--- config.mk ---
export PLATFORM = sky130hd
export DESIGN_NAME = antialiased_line_fixed_rasterizer_unit
export DESIGN_NICKNAME = d
export VERILOG_FILES = /design/src/rtl/core/aaline_pkg.sv /design/src/rtl/core/antialiased_line_fixed_rasterizer_unit.sv
export SDC_FILE = /design/constraint.sdc
export NUM_CORES = 1
export LEC_CHECK = 0
export BUFFER_PORTS_ARGS = -buffer_cell sky130_fd_sc_hd__buf_2
export CAP_MARGIN = 20
export CORE_AREA = 2 2 165 248
export CTS_CLUSTER_DIAMETER = 80
export DETAILED_ROUTE_END_ITERATION = 8
export DIE_AREA = 0 0 167 250
export SETUP_SLACK_MARGIN = 0.3
export SLEW_MARGIN = 30
export SYNTH_ARGS = -nofsm -noshare
export SYNTH_HDL_FRONTEND = slang
export SYNTH_SLANG_ARGS = --single-unit
--- constraint.sdc ---
create_clock -name clk -period 17.5 [get_ports clk]
set_clock_uncertainty 0.15 [all_clocks]
set_input_delay 3.5 -clock clk [delete_from_list [all_inputs] [get_ports clk]]
set_output_delay 3.5 -clock clk [all_outputs]
set_load 0.02 [all_outputs]
--- src/rtl/core/aaline_pkg.sv ---
// Shared types, codes and helpers for the antialiased line rasterizer.
package aaline_pkg;

  // Default geometry
  localparam int COORD_BITS_DEF    = 10;
  localparam int FRACTION_BITS_DEF = 16;

  // Configuration register indexes
  localparam logic [1:0] CFG_BASE_COLOR     = 2'd0;
  localparam logic [1:0] CFG_INTENSITY_BITS = 2'd1;

  // Reset values of the configuration registers
  localparam logic [7:0] BASE_COLOR_RST     = 8'd0;
  localparam logic [3:0] INTENSITY_BITS_RST = 4'd4;

  // Input operation codes
  localparam logic OP_START = 1'b0;
  localparam logic OP_STEP  = 1'b1;

  // Line classification
  typedef enum logic [2:0] {
    KIND_POINT = 3'd0,
    KIND_HORIZ = 3'd1,
    KIND_VERT  = 3'd2,
    KIND_DIAG  = 3'd3,
    KIND_YMAJ  = 3'd4,
    KIND_XMAJ  = 3'd5
  } line_kind_t;

  // Sequencer states
  typedef enum logic [6:0] {
    ST_IDLE     = 7'b0000001,
    ST_SORT     = 7'b0000010,
    ST_CLASSIFY = 7'b0000100,
    ST_DIVIDE   = 7'b0001000,
    ST_STEP     = 7'b0010000,
    ST_EMIT_A   = 7'b0100000,
    ST_EMIT_B   = 7'b1000000
  } seq_state_t;

  // Right shift that keeps the top intensity bits of an 8-bit window;
  // zero acts as one level bit and anything above eight acts as eight.
  function automatic logic [2:0] weight_shift(input logic [3:0] ibits);
    logic [3:0] eff;
    begin
      if (ibits == 4'd0) begin
        eff = 4'd1;
      end else if (ibits > 4'd8) begin
        eff = 4'd8;
      end else begin
        eff = ibits;
      end
      weight_shift = 3'(4'd8 - eff);
    end
  endfunction

endpackage

--- src/rtl/core/antialiased_line_fixed_rasterizer_unit.sv ---
// Antialiased line rasterizer with a shared restoring divider and a small sequencer.
//
// Channels: input items (op, start_x, start_y, end_x, end_y) transfer when
// in_valid is high and in_stall is low; result pixels (pixel_x, pixel_y,
// color_index, line_done, last) transfer when out_valid is high and out_stall
// is low. Registers base_color (index 0) and intensity_bits (index 1) are
// written over the cfg channel, which is always ready.
// A start item (op 0) passes through the sort and classify states; point,
// horizontal, vertical and diagonal lines then go to the output, while X- or
// Y-major lines first pass through the divide state, whose restoring divider
// resolves one quotient bit per cycle to form the step value; one pixel
// follows. A step item (op 1) gives a single pixel or a weighted pair: the
// step state updates the cursor and, for X- or Y-major lines, the error
// accumulator, then each pixel in turn is loaded into the output register.
// A step with no active line is dropped.
// One item is in flight at a time; in_stall stays high until all of its
// pixels have entered the output register.
// Reset clears the sequencer, the line state and the output valid, and sets
// base_color to 0 and intensity_bits to 4. While out_valid and out_stall are
// both high the output register holds its pixel and the sequencer waits to load the next one.
module antialiased_line_fixed_rasterizer_unit #(
  parameter int COORD_BITS    = aaline_pkg::COORD_BITS_DEF,
  parameter int FRACTION_BITS = aaline_pkg::FRACTION_BITS_DEF
) (
  input  logic                  clk,
  input  logic                  rst,
  // input items
  input  logic                  in_valid,
  output logic                  in_stall,
  input  logic                  op,
  input  logic [COORD_BITS-1:0] start_x,
  input  logic [COORD_BITS-1:0] start_y,
  input  logic [COORD_BITS-1:0] end_x,
  input  logic [COORD_BITS-1:0] end_y,
  // result pixels
  output logic                  out_valid,
  input  logic                  out_stall,
  output logic [COORD_BITS-1:0] pixel_x,
  output logic [COORD_BITS-1:0] pixel_y,
  output logic [7:0]            color_index,
  output logic                  line_done,
  output logic                  last,
  // configuration writes
  input  logic                  cfg_valid,
  output logic                  cfg_ready,
  input  logic [1:0]            cfg_index,
  input  logic [7:0]            cfg_data
);

  localparam int CW    = COORD_BITS;
  localparam int FW    = FRACTION_BITS;
  localparam int CNT_W = $clog2(FRACTION_BITS);
  localparam logic [CNT_W-1:0] CNT_LAST = CNT_W'(FRACTION_BITS - 1);

  // configuration
  logic [7:0] base_color;
  logic [3:0] intensity_bits;

  // sequencer
  aaline_pkg::seq_state_t state;

  // captured endpoints
  logic [CW-1:0] raw_x0, raw_y0, raw_x1, raw_y1;

  // line state
  logic                   line_active;
  aaline_pkg::line_kind_t line_kind;
  logic [CW-1:0]          cursor_x, cursor_y, final_x, final_y;
  logic                   x_moves_left;
  logic [CW-1:0]          steps_left;
  logic [FW-1:0]          error_accumulator;
  logic [FW-1:0]          error_step;
  logic [CW-1:0]          delta_x, delta_y;

  // divider
  logic [CW-1:0]    div_rem;
  logic [CW-1:0]    div_major;
  logic [CNT_W-1:0] div_cnt;

  // pending pixels
  logic [CW-1:0] p0_x, p0_y, p1_x, p1_y;
  logic [7:0]    p0_color, p1_color;
  logic          p0_done, p0_last, pair;

  logic in_xfer, out_free, load_out;
  logic cfg_xfer;

  assign cfg_ready = 1'b1;
  assign cfg_xfer  = cfg_valid && cfg_ready;
  assign in_stall  = (state != aaline_pkg::ST_IDLE);
  assign in_xfer   = in_valid && !in_stall;
  assign out_free  = !out_valid || !out_stall;
  assign load_out  = out_free &&
                     (state == aaline_pkg::ST_EMIT_A || state == aaline_pkg::ST_EMIT_B);

  // ---------------------------------------------------------------------------
  // Endpoint ordering (sort cycle)
  // ---------------------------------------------------------------------------
  logic          swap_ends;
  logic [CW-1:0] sx0, sy0, sx1, sy1, sdx, sdy;
  logic          sleft;

  always_comb begin
    swap_ends = raw_y0 > raw_y1;
    sx0   = swap_ends ? raw_x1 : raw_x0;
    sy0   = swap_ends ? raw_y1 : raw_y0;
    sx1   = swap_ends ? raw_x0 : raw_x1;
    sy1   = swap_ends ? raw_y0 : raw_y1;
    sleft = sx1 < sx0;
    sdx   = sleft ? (sx0 - sx1) : (sx1 - sx0);
    sdy   = sy1 - sy0;
  end

  // ---------------------------------------------------------------------------
  // Classification (classify cycle)
  // ---------------------------------------------------------------------------
  aaline_pkg::line_kind_t kind_c;
  logic [CW-1:0]          steps_c;
  logic                   y_major_c;

  always_comb begin
    y_major_c = delta_y > delta_x;
    if (delta_y == '0) begin
      kind_c  = (delta_x == '0) ? aaline_pkg::KIND_POINT : aaline_pkg::KIND_HORIZ;
      steps_c = delta_x;
    end else if (delta_x == '0) begin
      kind_c  = aaline_pkg::KIND_VERT;
      steps_c = delta_y;
    end else if (delta_x == delta_y) begin
      kind_c  = aaline_pkg::KIND_DIAG;
      steps_c = delta_y;
    end else if (y_major_c) begin
      kind_c  = aaline_pkg::KIND_YMAJ;
      steps_c = delta_y;
    end else begin
      kind_c  = aaline_pkg::KIND_XMAJ;
      steps_c = delta_x;
    end
  end

  // ---------------------------------------------------------------------------
  // Shared divider: one restoring step per cycle
  // ---------------------------------------------------------------------------
  logic [CW:0]   div_shift;
  logic          div_ge;
  logic [CW:0]   div_diff;

  always_comb begin
    div_shift = {div_rem, 1'b0};
    div_ge    = div_shift >= {1'b0, div_major};
    div_diff  = div_shift - {1'b0, div_major};
  end

  // ---------------------------------------------------------------------------
  // Step datapath
  // ---------------------------------------------------------------------------
  logic [FW-1:0] acc_new;
  logic          minor_move;
  logic          is_major;
  logic [CW-1:0] x_adv, y_adv, nx, ny, px, py;
  logic [2:0]    wshift;
  logic [7:0]    wmask, weight;

  always_comb begin
    acc_new    = error_accumulator + error_step;
    minor_move = acc_new <= error_accumulator;
    is_major   = (line_kind == aaline_pkg::KIND_YMAJ) ||
                 (line_kind == aaline_pkg::KIND_XMAJ);
    x_adv      = x_moves_left ? (cursor_x - 1'b1) : (cursor_x + 1'b1);
    y_adv      = cursor_y + 1'b1;

    unique case (line_kind)
      aaline_pkg::KIND_YMAJ: begin
        nx = minor_move ? x_adv : cursor_x;
        ny = y_adv;
      end
      aaline_pkg::KIND_XMAJ: begin
        nx = x_adv;
        ny = minor_move ? y_adv : cursor_y;
      end
      aaline_pkg::KIND_HORIZ: begin
        nx = x_adv;
        ny = cursor_y;
      end
      aaline_pkg::KIND_VERT: begin
        nx = cursor_x;
        ny = y_adv;
      end
      aaline_pkg::KIND_DIAG: begin
        nx = x_adv;
        ny = y_adv;
      end
      default: begin
        nx = cursor_x;
        ny = cursor_y;
      end
    endcase

    // partner pixel sits one further along the minor axis
    if (line_kind == aaline_pkg::KIND_YMAJ) begin
      px = x_moves_left ? (nx - 1'b1) : (nx + 1'b1);
      py = ny;
    end else begin
      px = nx;
      py = ny + 1'b1;
    end

    wshift = aaline_pkg::weight_shift(intensity_bits);
    wmask  = 8'hFF >> wshift;
    weight = acc_new[FW-1 -: 8] >> wshift;
  end

  // ---------------------------------------------------------------------------
  // Configuration registers
  // ---------------------------------------------------------------------------
  always_ff @(posedge clk) begin
    if (rst) begin
      base_color     <= aaline_pkg::BASE_COLOR_RST;
      intensity_bits <= aaline_pkg::INTENSITY_BITS_RST;
    end else if (cfg_xfer) begin
      unique case (cfg_index)
        aaline_pkg::CFG_BASE_COLOR:     base_color     <= cfg_data;
        aaline_pkg::CFG_INTENSITY_BITS: intensity_bits <= cfg_data[3:0];
        default: ;
      endcase
    end
  end

  // ---------------------------------------------------------------------------
  // Sequencer and line state
  // ---------------------------------------------------------------------------
  always_ff @(posedge clk) begin
    if (rst) begin
      state             <= aaline_pkg::ST_IDLE;
      line_active       <= 1'b0;
      line_kind         <= aaline_pkg::KIND_POINT;
      cursor_x          <= '0;
      cursor_y          <= '0;
      final_x           <= '0;
      final_y           <= '0;
      x_moves_left      <= 1'b0;
      steps_left        <= '0;
      error_accumulator <= '0;
      error_step        <= '0;
      pair              <= 1'b0;
      div_cnt           <= '0;
    end else begin
      unique case (state)
        aaline_pkg::ST_IDLE: begin
          // take an item; drop a step with no active line
          if (in_xfer) begin
            if (op == aaline_pkg::OP_START) begin
              state <= aaline_pkg::ST_SORT;
            end else if (line_active) begin
              state <= aaline_pkg::ST_STEP;
            end
          end
        end
        aaline_pkg::ST_SORT: begin
          cursor_x          <= sx0;
          cursor_y          <= sy0;
          final_x           <= sx1;
          final_y           <= sy1;
          x_moves_left      <= sleft;
          error_accumulator <= '0;
          error_step        <= '0;
          state             <= aaline_pkg::ST_CLASSIFY;
        end
        aaline_pkg::ST_CLASSIFY: begin
          line_kind   <= kind_c;
          steps_left  <= steps_c;
          line_active <= (steps_c != '0);
          pair        <= 1'b0;
          div_cnt     <= '0;
          if (kind_c == aaline_pkg::KIND_YMAJ || kind_c == aaline_pkg::KIND_XMAJ) begin
            state <= aaline_pkg::ST_DIVIDE;
          end else begin
            state <= aaline_pkg::ST_EMIT_A;
          end
        end
        aaline_pkg::ST_DIVIDE: begin
          // shift one quotient bit into the step value
          error_step <= {error_step[FW-2:0], div_ge};
          div_cnt    <= div_cnt + 1'b1;
          if (div_cnt == CNT_LAST) begin
            state <= aaline_pkg::ST_EMIT_A;
          end
        end
        aaline_pkg::ST_STEP: begin
          if (is_major) begin
            if (steps_left <= CW'(1)) begin
              // final endpoint alone at full intensity
              steps_left  <= '0;
              line_active <= 1'b0;
              cursor_x    <= final_x;
              cursor_y    <= final_y;
              pair        <= 1'b0;
            end else begin
              steps_left        <= steps_left - 1'b1;
              error_accumulator <= acc_new;
              cursor_x          <= nx;
              cursor_y          <= ny;
              pair              <= 1'b1;
            end
          end else begin
            cursor_x <= nx;
            cursor_y <= ny;
            pair     <= 1'b0;
            if (steps_left != '0) begin
              steps_left <= steps_left - 1'b1;
            end
            if (steps_left <= CW'(1)) begin
              line_active <= 1'b0;
            end
          end
          state <= aaline_pkg::ST_EMIT_A;
        end
        aaline_pkg::ST_EMIT_A: begin
          if (out_free) begin
            state <= pair ? aaline_pkg::ST_EMIT_B : aaline_pkg::ST_IDLE;
          end
        end
        aaline_pkg::ST_EMIT_B: begin
          if (out_free) begin
            state <= aaline_pkg::ST_IDLE;
          end
        end
        default: state <= aaline_pkg::ST_IDLE;
      endcase
    end
  end

  // ---------------------------------------------------------------------------
  // Payload registers: endpoints, divider operands, pending pixels
  // ---------------------------------------------------------------------------
  always_ff @(posedge clk) begin
    if (in_xfer && op == aaline_pkg::OP_START) begin
      raw_x0 <= start_x;
      raw_y0 <= start_y;
      raw_x1 <= end_x;
      raw_y1 <= end_y;
    end
    if (state == aaline_pkg::ST_SORT) begin
      delta_x <= sdx;
      delta_y <= sdy;
    end
    unique case (state)
      aaline_pkg::ST_CLASSIFY: begin
        div_major <= y_major_c ? delta_y : delta_x;
        div_rem   <= y_major_c ? delta_x : delta_y;
        p0_x      <= cursor_x;
        p0_y      <= cursor_y;
        p0_color  <= base_color;
        p0_done   <= (steps_c == '0);
        p0_last   <= 1'b1;
      end
      aaline_pkg::ST_DIVIDE: begin
        div_rem <= div_ge ? div_diff[CW-1:0] : div_shift[CW-1:0];
      end
      aaline_pkg::ST_STEP: begin
        p1_x     <= px;
        p1_y     <= py;
        p1_color <= base_color + (weight ^ wmask);
        if (is_major && steps_left <= CW'(1)) begin
          p0_x     <= final_x;
          p0_y     <= final_y;
          p0_color <= base_color;
          p0_done  <= 1'b1;
          p0_last  <= 1'b1;
        end else if (is_major) begin
          p0_x     <= nx;
          p0_y     <= ny;
          p0_color <= base_color + weight;
          p0_done  <= 1'b0;
          p0_last  <= 1'b0;
        end else begin
          p0_x     <= nx;
          p0_y     <= ny;
          p0_color <= base_color;
          p0_done  <= (steps_left <= CW'(1));
          p0_last  <= 1'b1;
        end
      end
      default: ;
    endcase
  end

  // ---------------------------------------------------------------------------
  // Output register
  // ---------------------------------------------------------------------------
  always_ff @(posedge clk) begin
    if (rst) begin
      out_valid <= 1'b0;
    end else if (load_out) begin
      out_valid <= 1'b1;
    end else if (out_valid && !out_stall) begin
      out_valid <= 1'b0;
    end
  end

  always_ff @(posedge clk) begin
    if (load_out) begin
      if (state == aaline_pkg::ST_EMIT_A) begin
        pixel_x     <= p0_x;
        pixel_y     <= p0_y;
        color_index <= p0_color;
        line_done   <= p0_done;
        last        <= p0_last;
      end else begin
        pixel_x     <= p1_x;
        pixel_y     <= p1_y;
        color_index <= p1_color;
        line_done   <= 1'b0;
        last        <= 1'b1;
      end
    end
  end

  // ---------------------------------------------------------------------------
  // Assertions
  // ---------------------------------------------------------------------------
  a_active_has_steps: assert property (@(posedge clk) disable iff (rst)
    line_active |-> steps_left != '0)
    else $error("active line with no steps left");

  a_divide_major_only: assert property (@(posedge clk) disable iff (rst)
    state == aaline_pkg::ST_DIVIDE |->
      (line_kind == aaline_pkg::KIND_YMAJ || line_kind == aaline_pkg::KIND_XMAJ))
    else $error("divider running for a line that needs no step value");

  a_divide_rem_bound: assert property (@(posedge clk) disable iff (rst)
    state == aaline_pkg::ST_DIVIDE |-> div_rem < div_major)
    else $error("divider remainder not below divisor");

  a_step_needs_line: assert property (@(posedge clk) disable iff (rst)
    state == aaline_pkg::ST_STEP |-> line_active)
    else $error("step taken with no active line");

  a_start_sorts: assert property (@(posedge clk) disable iff (rst)
    in_xfer && op == aaline_pkg::OP_START |=> state == aaline_pkg::ST_SORT)
    else $error("start item did not enter the sort cycle");

endmodule
# --- After elaboration in Yosys (flattened, before gate mapping) ---
# Cells that the tools add are included.
totals:
  regBits: 280
  inputBits: 56
  output_inout_bits: 33
  elab_cells: 197
op_classes:
  addsub: 16
  n_lt_le_gt_ge: 7
  n_eq_ne: 27
  shifts: 2
  n_mux: 74
  n_bitwise: 2
  reduce_logical: 32
op_table:
  columns: ["operator", "count"]
  rows:
  - ["2-to-1 mux 10 bit", 28]
  - ["case mux 10 bit (2 select lines)", 8]
  - ["case mux 16 bit (2 select lines)", 2]
  - ["2-to-1 mux 7 bit", 7]
  - ["case mux 7 bit (7 select lines)", 1]
  - ["adder 10 x 1 -> 10 bit (second input constant)", 4]
  - ["subtractor 10 bit", 4]
  - ["2-to-1 mux 16 bit", 2]
  - ["logical NOT 10 bit", 3]
  - ["subtractor 10 x 1 -> 10 bit (second input constant)", 3]
  - ["2-to-1 mux 8 bit", 3]
  - ["greater-than comparator 10 bit", 2]
  - ["nonzero test 10 bit", 2]
  - ["adder 16 bit", 1]
  - ["adder 8 bit", 2]
  - ["<= comparator 16 bit", 1]
  - ["case mux 8 bit (2 select lines)", 1]
  - ["2-to-1 mux 3 bit", 5]
  - ["inequality test 2 bit (second input constant)", 7]
  - ["== test 3 bit (second input constant)", 4]
  - ["greater-or-equal comparator 11 x 10 -> 1 bit", 1]
  - ["2-to-1 mux 1 bit", 11]
  - ["== test 10 bit", 1]
  - ["<= comparator 10 x 1 -> 1 bit (second input constant)", 1]
  - ["other kinds (34)", 56]

# --- Longest topological paths before layout ---
logic_depth:
  depth_word: 9
  mapped_depth: 31
  ltp_nobuf: 30

# --- Worst setup path after synthesis ---
# Ideal clock, no wire load.
synth_timing:
  path_type: "register to register"
  from: "register error_accumulator[0]"
  to: "register p1_x[9] (data pin)"
  setup_time_ps: 261
  arrival_ps: 5608
  t_required_ps: 17089
  path_slack_ps: 11481
  stages_incl_launch_ff: 27
  n_path_buf: 1
  synth_period_minus_slack_ps: 6019
  path_cell_list: "dfxtp_1 -> ha_1 -> inv_1 -> fa_1 -> nor2b_1 -> o21ai_0 -> a21boi_0 -> o21ai_0 -> a211o_1 -> a211o_1 -> o211ai_1 -> ha_1 -> nand4_2 -> o221ai_1 -> a221o_2 -> a31oi_1 -> buf_2 -> mux2i_1 -> inv_1 -> ha_1 -> a31o_2 -> a21o_1 -> nor3_1 -> a211oi_1 -> or3_1 -> o211ai_1 -> xnor2_1"
synth_between:
  elab_chain_cells: 7
  word_cells_on_any_way: 8
  classes_between: "3 x add/sub; 1 x order compare; 4 x mux"
synth_lines:
  columns: ["item", "line", "source"]
  rows:
  - ["start, declared", "antialiased_line_fixed_rasterizer_unit.sv:71", "logic [FW-1:0] error_accumulator;"]
  - ["start signal, assigned", "antialiased_line_fixed_rasterizer_unit.sv:300", "error_accumulator <= acc_new;"]
  - ["adder 16 bit", "antialiased_line_fixed_rasterizer_unit.sv:165", "acc_new = error_accumulator + error_step;"]
  - ["<= comparator 16 bit (*)", "antialiased_line_fixed_rasterizer_unit.sv:166", "minor_move = acc_new <= error_accumulator;"]
  - ["2-to-1 mux 10 bit (*)", "antialiased_line_fixed_rasterizer_unit.sv:174", "nx = minor_move ? x_adv : cursor_x;"]
  - ["case mux 10 bit (2 select lines) (*)", "antialiased_line_fixed_rasterizer_unit.sv:172", "unique case (line_kind)"]
  - ["adder 10 x 1 -> 10 bit / subtractor 10 x 1 -> 10 bit (equally long branches)", "antialiased_line_fixed_rasterizer_unit.sv:201", "px = x_moves_left ? (nx - 1'b1) : (nx + 1'b1);"]
  - ["2-to-1 mux 10 bit", "antialiased_line_fixed_rasterizer_unit.sv:201", null]
  - ["2-to-1 mux 10 bit (*)", "antialiased_line_fixed_rasterizer_unit.sv:200", "if (line_kind == aaline_pkg::KIND_YMAJ) begin"]
  - ["named net px[9]", "antialiased_line_fixed_rasterizer_unit.sv:160", "logic [CW-1:0] x_adv, y_adv, nx, ny, px, py;"]
  - ["end signal, assigned", "antialiased_line_fixed_rasterizer_unit.sv:361", "p1_x <= px;"]
  - ["end, declared", "antialiased_line_fixed_rasterizer_unit.sv:81", "logic [CW-1:0] p0_x, p0_y, p1_x, p1_y;"]
# The timed path passes the listed nets; every way through them passes the cells marked *.
# A chain may end at the register's enable or synchronous reset.

# --- Final worst setup path ---
# Same ends and word-level chain as after synthesis.

==> results.md <==
- Status: finished clean
- Syn_area_per_cell: 9.26 sq um
- Fin. max-slew vios: 0
- CTS tree: done
- Synth top area cells: edfxtp_1 (29%), dfxtp_1 (13%), ha_1 (7.2%)
- Setup repair after global routing missed its margin: false
- Final nets: 2123
- Die area: 41800 sq um
- Syn Nets: 2073
- Leading area contributor after synthesis: edfxtp_1
- Hold Path Class: reg -> reg
- Cell Pwr Density: 86.2 nW/um^2
- CTS clk-pin slew, worst paths: 0.06 ns
- ANT cells: 0
- Hold buffers post-CTS: 0
- Chip width: 167 um
- Slowest CP cell: xnor2_1
- H-tree Lvls: 1
- CP startpoint kind: flip-flop
- Req. time, crit path: 17.67 ns
- Critical path arrival: 6.99 ns
- Largest net degree at the start of global routing: 82
- Drt via density: 5.74
- Async set-reset flop share out of synthesis: 0%
- Worst slew pin tran: 0.970 ns
- Wirelength per Cell: 18.7 um
- Cell row count: 90
- EDFF count, synth: 168
- CP Capture Type: flip-flop
- Leakage: 7.75 nW
- Ys flop type: edfxtp_1
- Most common cell in the netlist: nand2_1
- Most frequent CP cell: ha_1
- Setup CP Type: reg -> reg
- First-pass GRT wire length: 74.2 mm
- GPL Wtd Cong: 0.924
- Yosys reg bits: 280
- CP max stage delay: 0.49 ns
- Max Clk Rate: 147 MHz
- CP max FO: 11
- Synth top area share: 28.5%
- GRT Residual Overflow: 0
- Synth Warn #: 0
- WL final: 46.5 mm
- Dpl hpwl: 34.8 mm
- Yosys cell types: 107
- Post-CTS setup repair buffer count: 0
- Post-Syn Instances: 1909
- Clk_lat worst skew: 0.58 ns
- Cts bufs inserted: 30
- Synthesized area: 17700 sq um
- Sequential fraction of the synthesis area: 41.2%
- I/O Pins: 89
- Largest delay contributor family on the critical path: compound AO/OA/AOI/OAI gates
- Number of endpoints failing setup at the final stage: 0
- Fin area: 19700 sq um
- Root buf cell: clkbuf_16
- Setup tns final: 0 ns
- Fill count: 3792
- Final period utilization: 39.0%
- Initial antenna violation count: 0
- Max-cap violations: 0
- Rel. slew slack: 35.1%
- Synth cell count leaders: nand2_1 (229), nor2_1 (170), edfxtp_1 (168), a21oi_1 (138), dfxtp_1 (112)
- Antenna-violating nets left: 0
- Layout area overhead: 11.3%
- Max VDD drop: 88.4 uV
- DR DRC count: 0
- Vias in the first global route: 13850
- GRT Total Usage: 22.0%
- PortBufs: 87
- Cts repair resizes: 0
- Drt pass-1 iters: 5
- Area after DPL: 18600 sq um
- Core Area: 39800 sq um
- CTS Sinks: 280
- Layout cells sized above 1: 12.8%
- Clock buffer depth: 3
- Final Hold Fails: 0
- Tmin final: 6.83 ns
- Die height: 250 um
- Worst Path Buf+Inv: 3
- 1st-iter DRT viols: 1042
- Via count: 14282
- Starting Density: 44.5%
-- flip-flops by register name, indices dropped and copies added, names as in the netlist, 10 cells and up --
name / count
div_major: 10
steps_left: 10
error_accumulator: 16
p1_x: 10
raw_y0: 10
raw_y1: 10
raw_x1: 10
p0_y: 10
raw_x0: 10
cursor_y: 10
div_rem: 10
pixel_x: 10
pixel_y: 10
error_step: 16
final_y: 10
final_x: 10
delta_x: 10
p1_y: 10
delta_y: 10
p0_x: 10
cursor_x: 10
-- cell type report --
type | instances | area (sq um) | area share (%)
repair buffers | 107 | 636 | 3.23
inverters | 111 | 417 | 2.12
well taps | 506 | 633 | 3.22
clock inverters | 19 | 249 | 1.26
clock buffers | 37 | 808 | 4.11
flip-flops and latches | 280 | 7290 | 37.0
multi-input cells | 1429 | 9660 | 49.0
-- placed cells by master, fill, tap and decap left out, types with 8 or more instances in the layout --
cell type,netlist,final
nand2_1,229,229
nor2_1,170,168
edfxtp_1,168,168
a21oi_1,138,137
dfxtp_1,112,112
inv_1,109,108
ha_1,102,102
buf_2,7,86
o21ai_0,82,82
nand3_1,65,65
xnor2_1,54,54
mux2i_1,47,47
mux2_2,39,39
xor2_1,31,31
clkbuf_16,0,31
a21o_1,30,30
o211ai_1,28,28
a31oi_1,27,27
nand2b_1,26,26
nor3_1,25,25
nor2b_1,25,25
a311oi_1,25,25
a211oi_1,25,25
or3_1,20,20
buf_4,3,18
o21bai_1,12,12
o21a_1,11,11
o22ai_1,10,10
nand4_1,9,9
and3_1,9,9
maj3_1,9,9
nor4_1,8,8
a211o_1,8,8
-- path summary, 6_finish.rpt --
check | startpoint | slack [ns] | to | depth (start not counted)
setup / recovery | error_accumulator[0] | 10.67 | p1_x[9] | 26
hold / removal | error_step[4] | 0.33 | error_step[5] | 2
setup reg to reg | error_accumulator[0] | 10.67 | p1_x[9] | 26
hold reg to reg | error_step[4] | 0.33 | error_step[5] | 2
-- report_power, final --
| part | switching (mW) | leakage [nW] | internal (mW) |
|---|---|---|---|
| combinational | 0.170 | 4.79 | 0.102 |
| sequential | 0.0219 | 2.45 | 0.725 |
| clock | 0.265 | 0.514 | 0.415 |
-- worst min-delay path: stages (launching register included) --
cell     delay [ns]
dfxtp_1        0.33
nand2_1        0.06
a21oi_1        0.05
-- logic make-up after synthesis --
logic type	share of synthesized area, %
AOI/OAI and AO/OA	19.1
and+or+nand+nor	17.2
DFF	41.2
other	0.0212
muxes	5.37
adders and majority gates	8.41
buffers and inverters	4.40
xor gates and xnor gates	4.30
-- stage by stage --
| step | power [mW] | cells | util [%] | setup slack (ns) | hold slack (ns) |
|---|---|---|---|---|---|
| after CTS | 1.71 | 2489 | 49.5 | 10.70 | 0.329 |
| after global routing | 1.77 | 2489 | 49.5 | 10.13 | 0.355 |
| final | 1.70 | 2489 | 49.5 | 10.67 | 0.326 |
| after floorplan | 0.947 | 1909 | - | 11.48 | 0.298 |
| after detailed placement | 1.03 | 2433 | 46.9 | 10.77 | 0.320 |
| after global placement | 1.02 | 2430 | 46.7 | 10.96 | 0.310 |
-- metal layers --
metal	GRT usage (%)	vias to the layer above	part of all wire, %
met5	0	-	0
met2	39.6	382	51
met3	2.27	107	4.2
met4	9.83	0	4.6
met1	26.3	6734	40
li1	-	7059	-
Note: power is estimated with default switching activity, not from simulation.
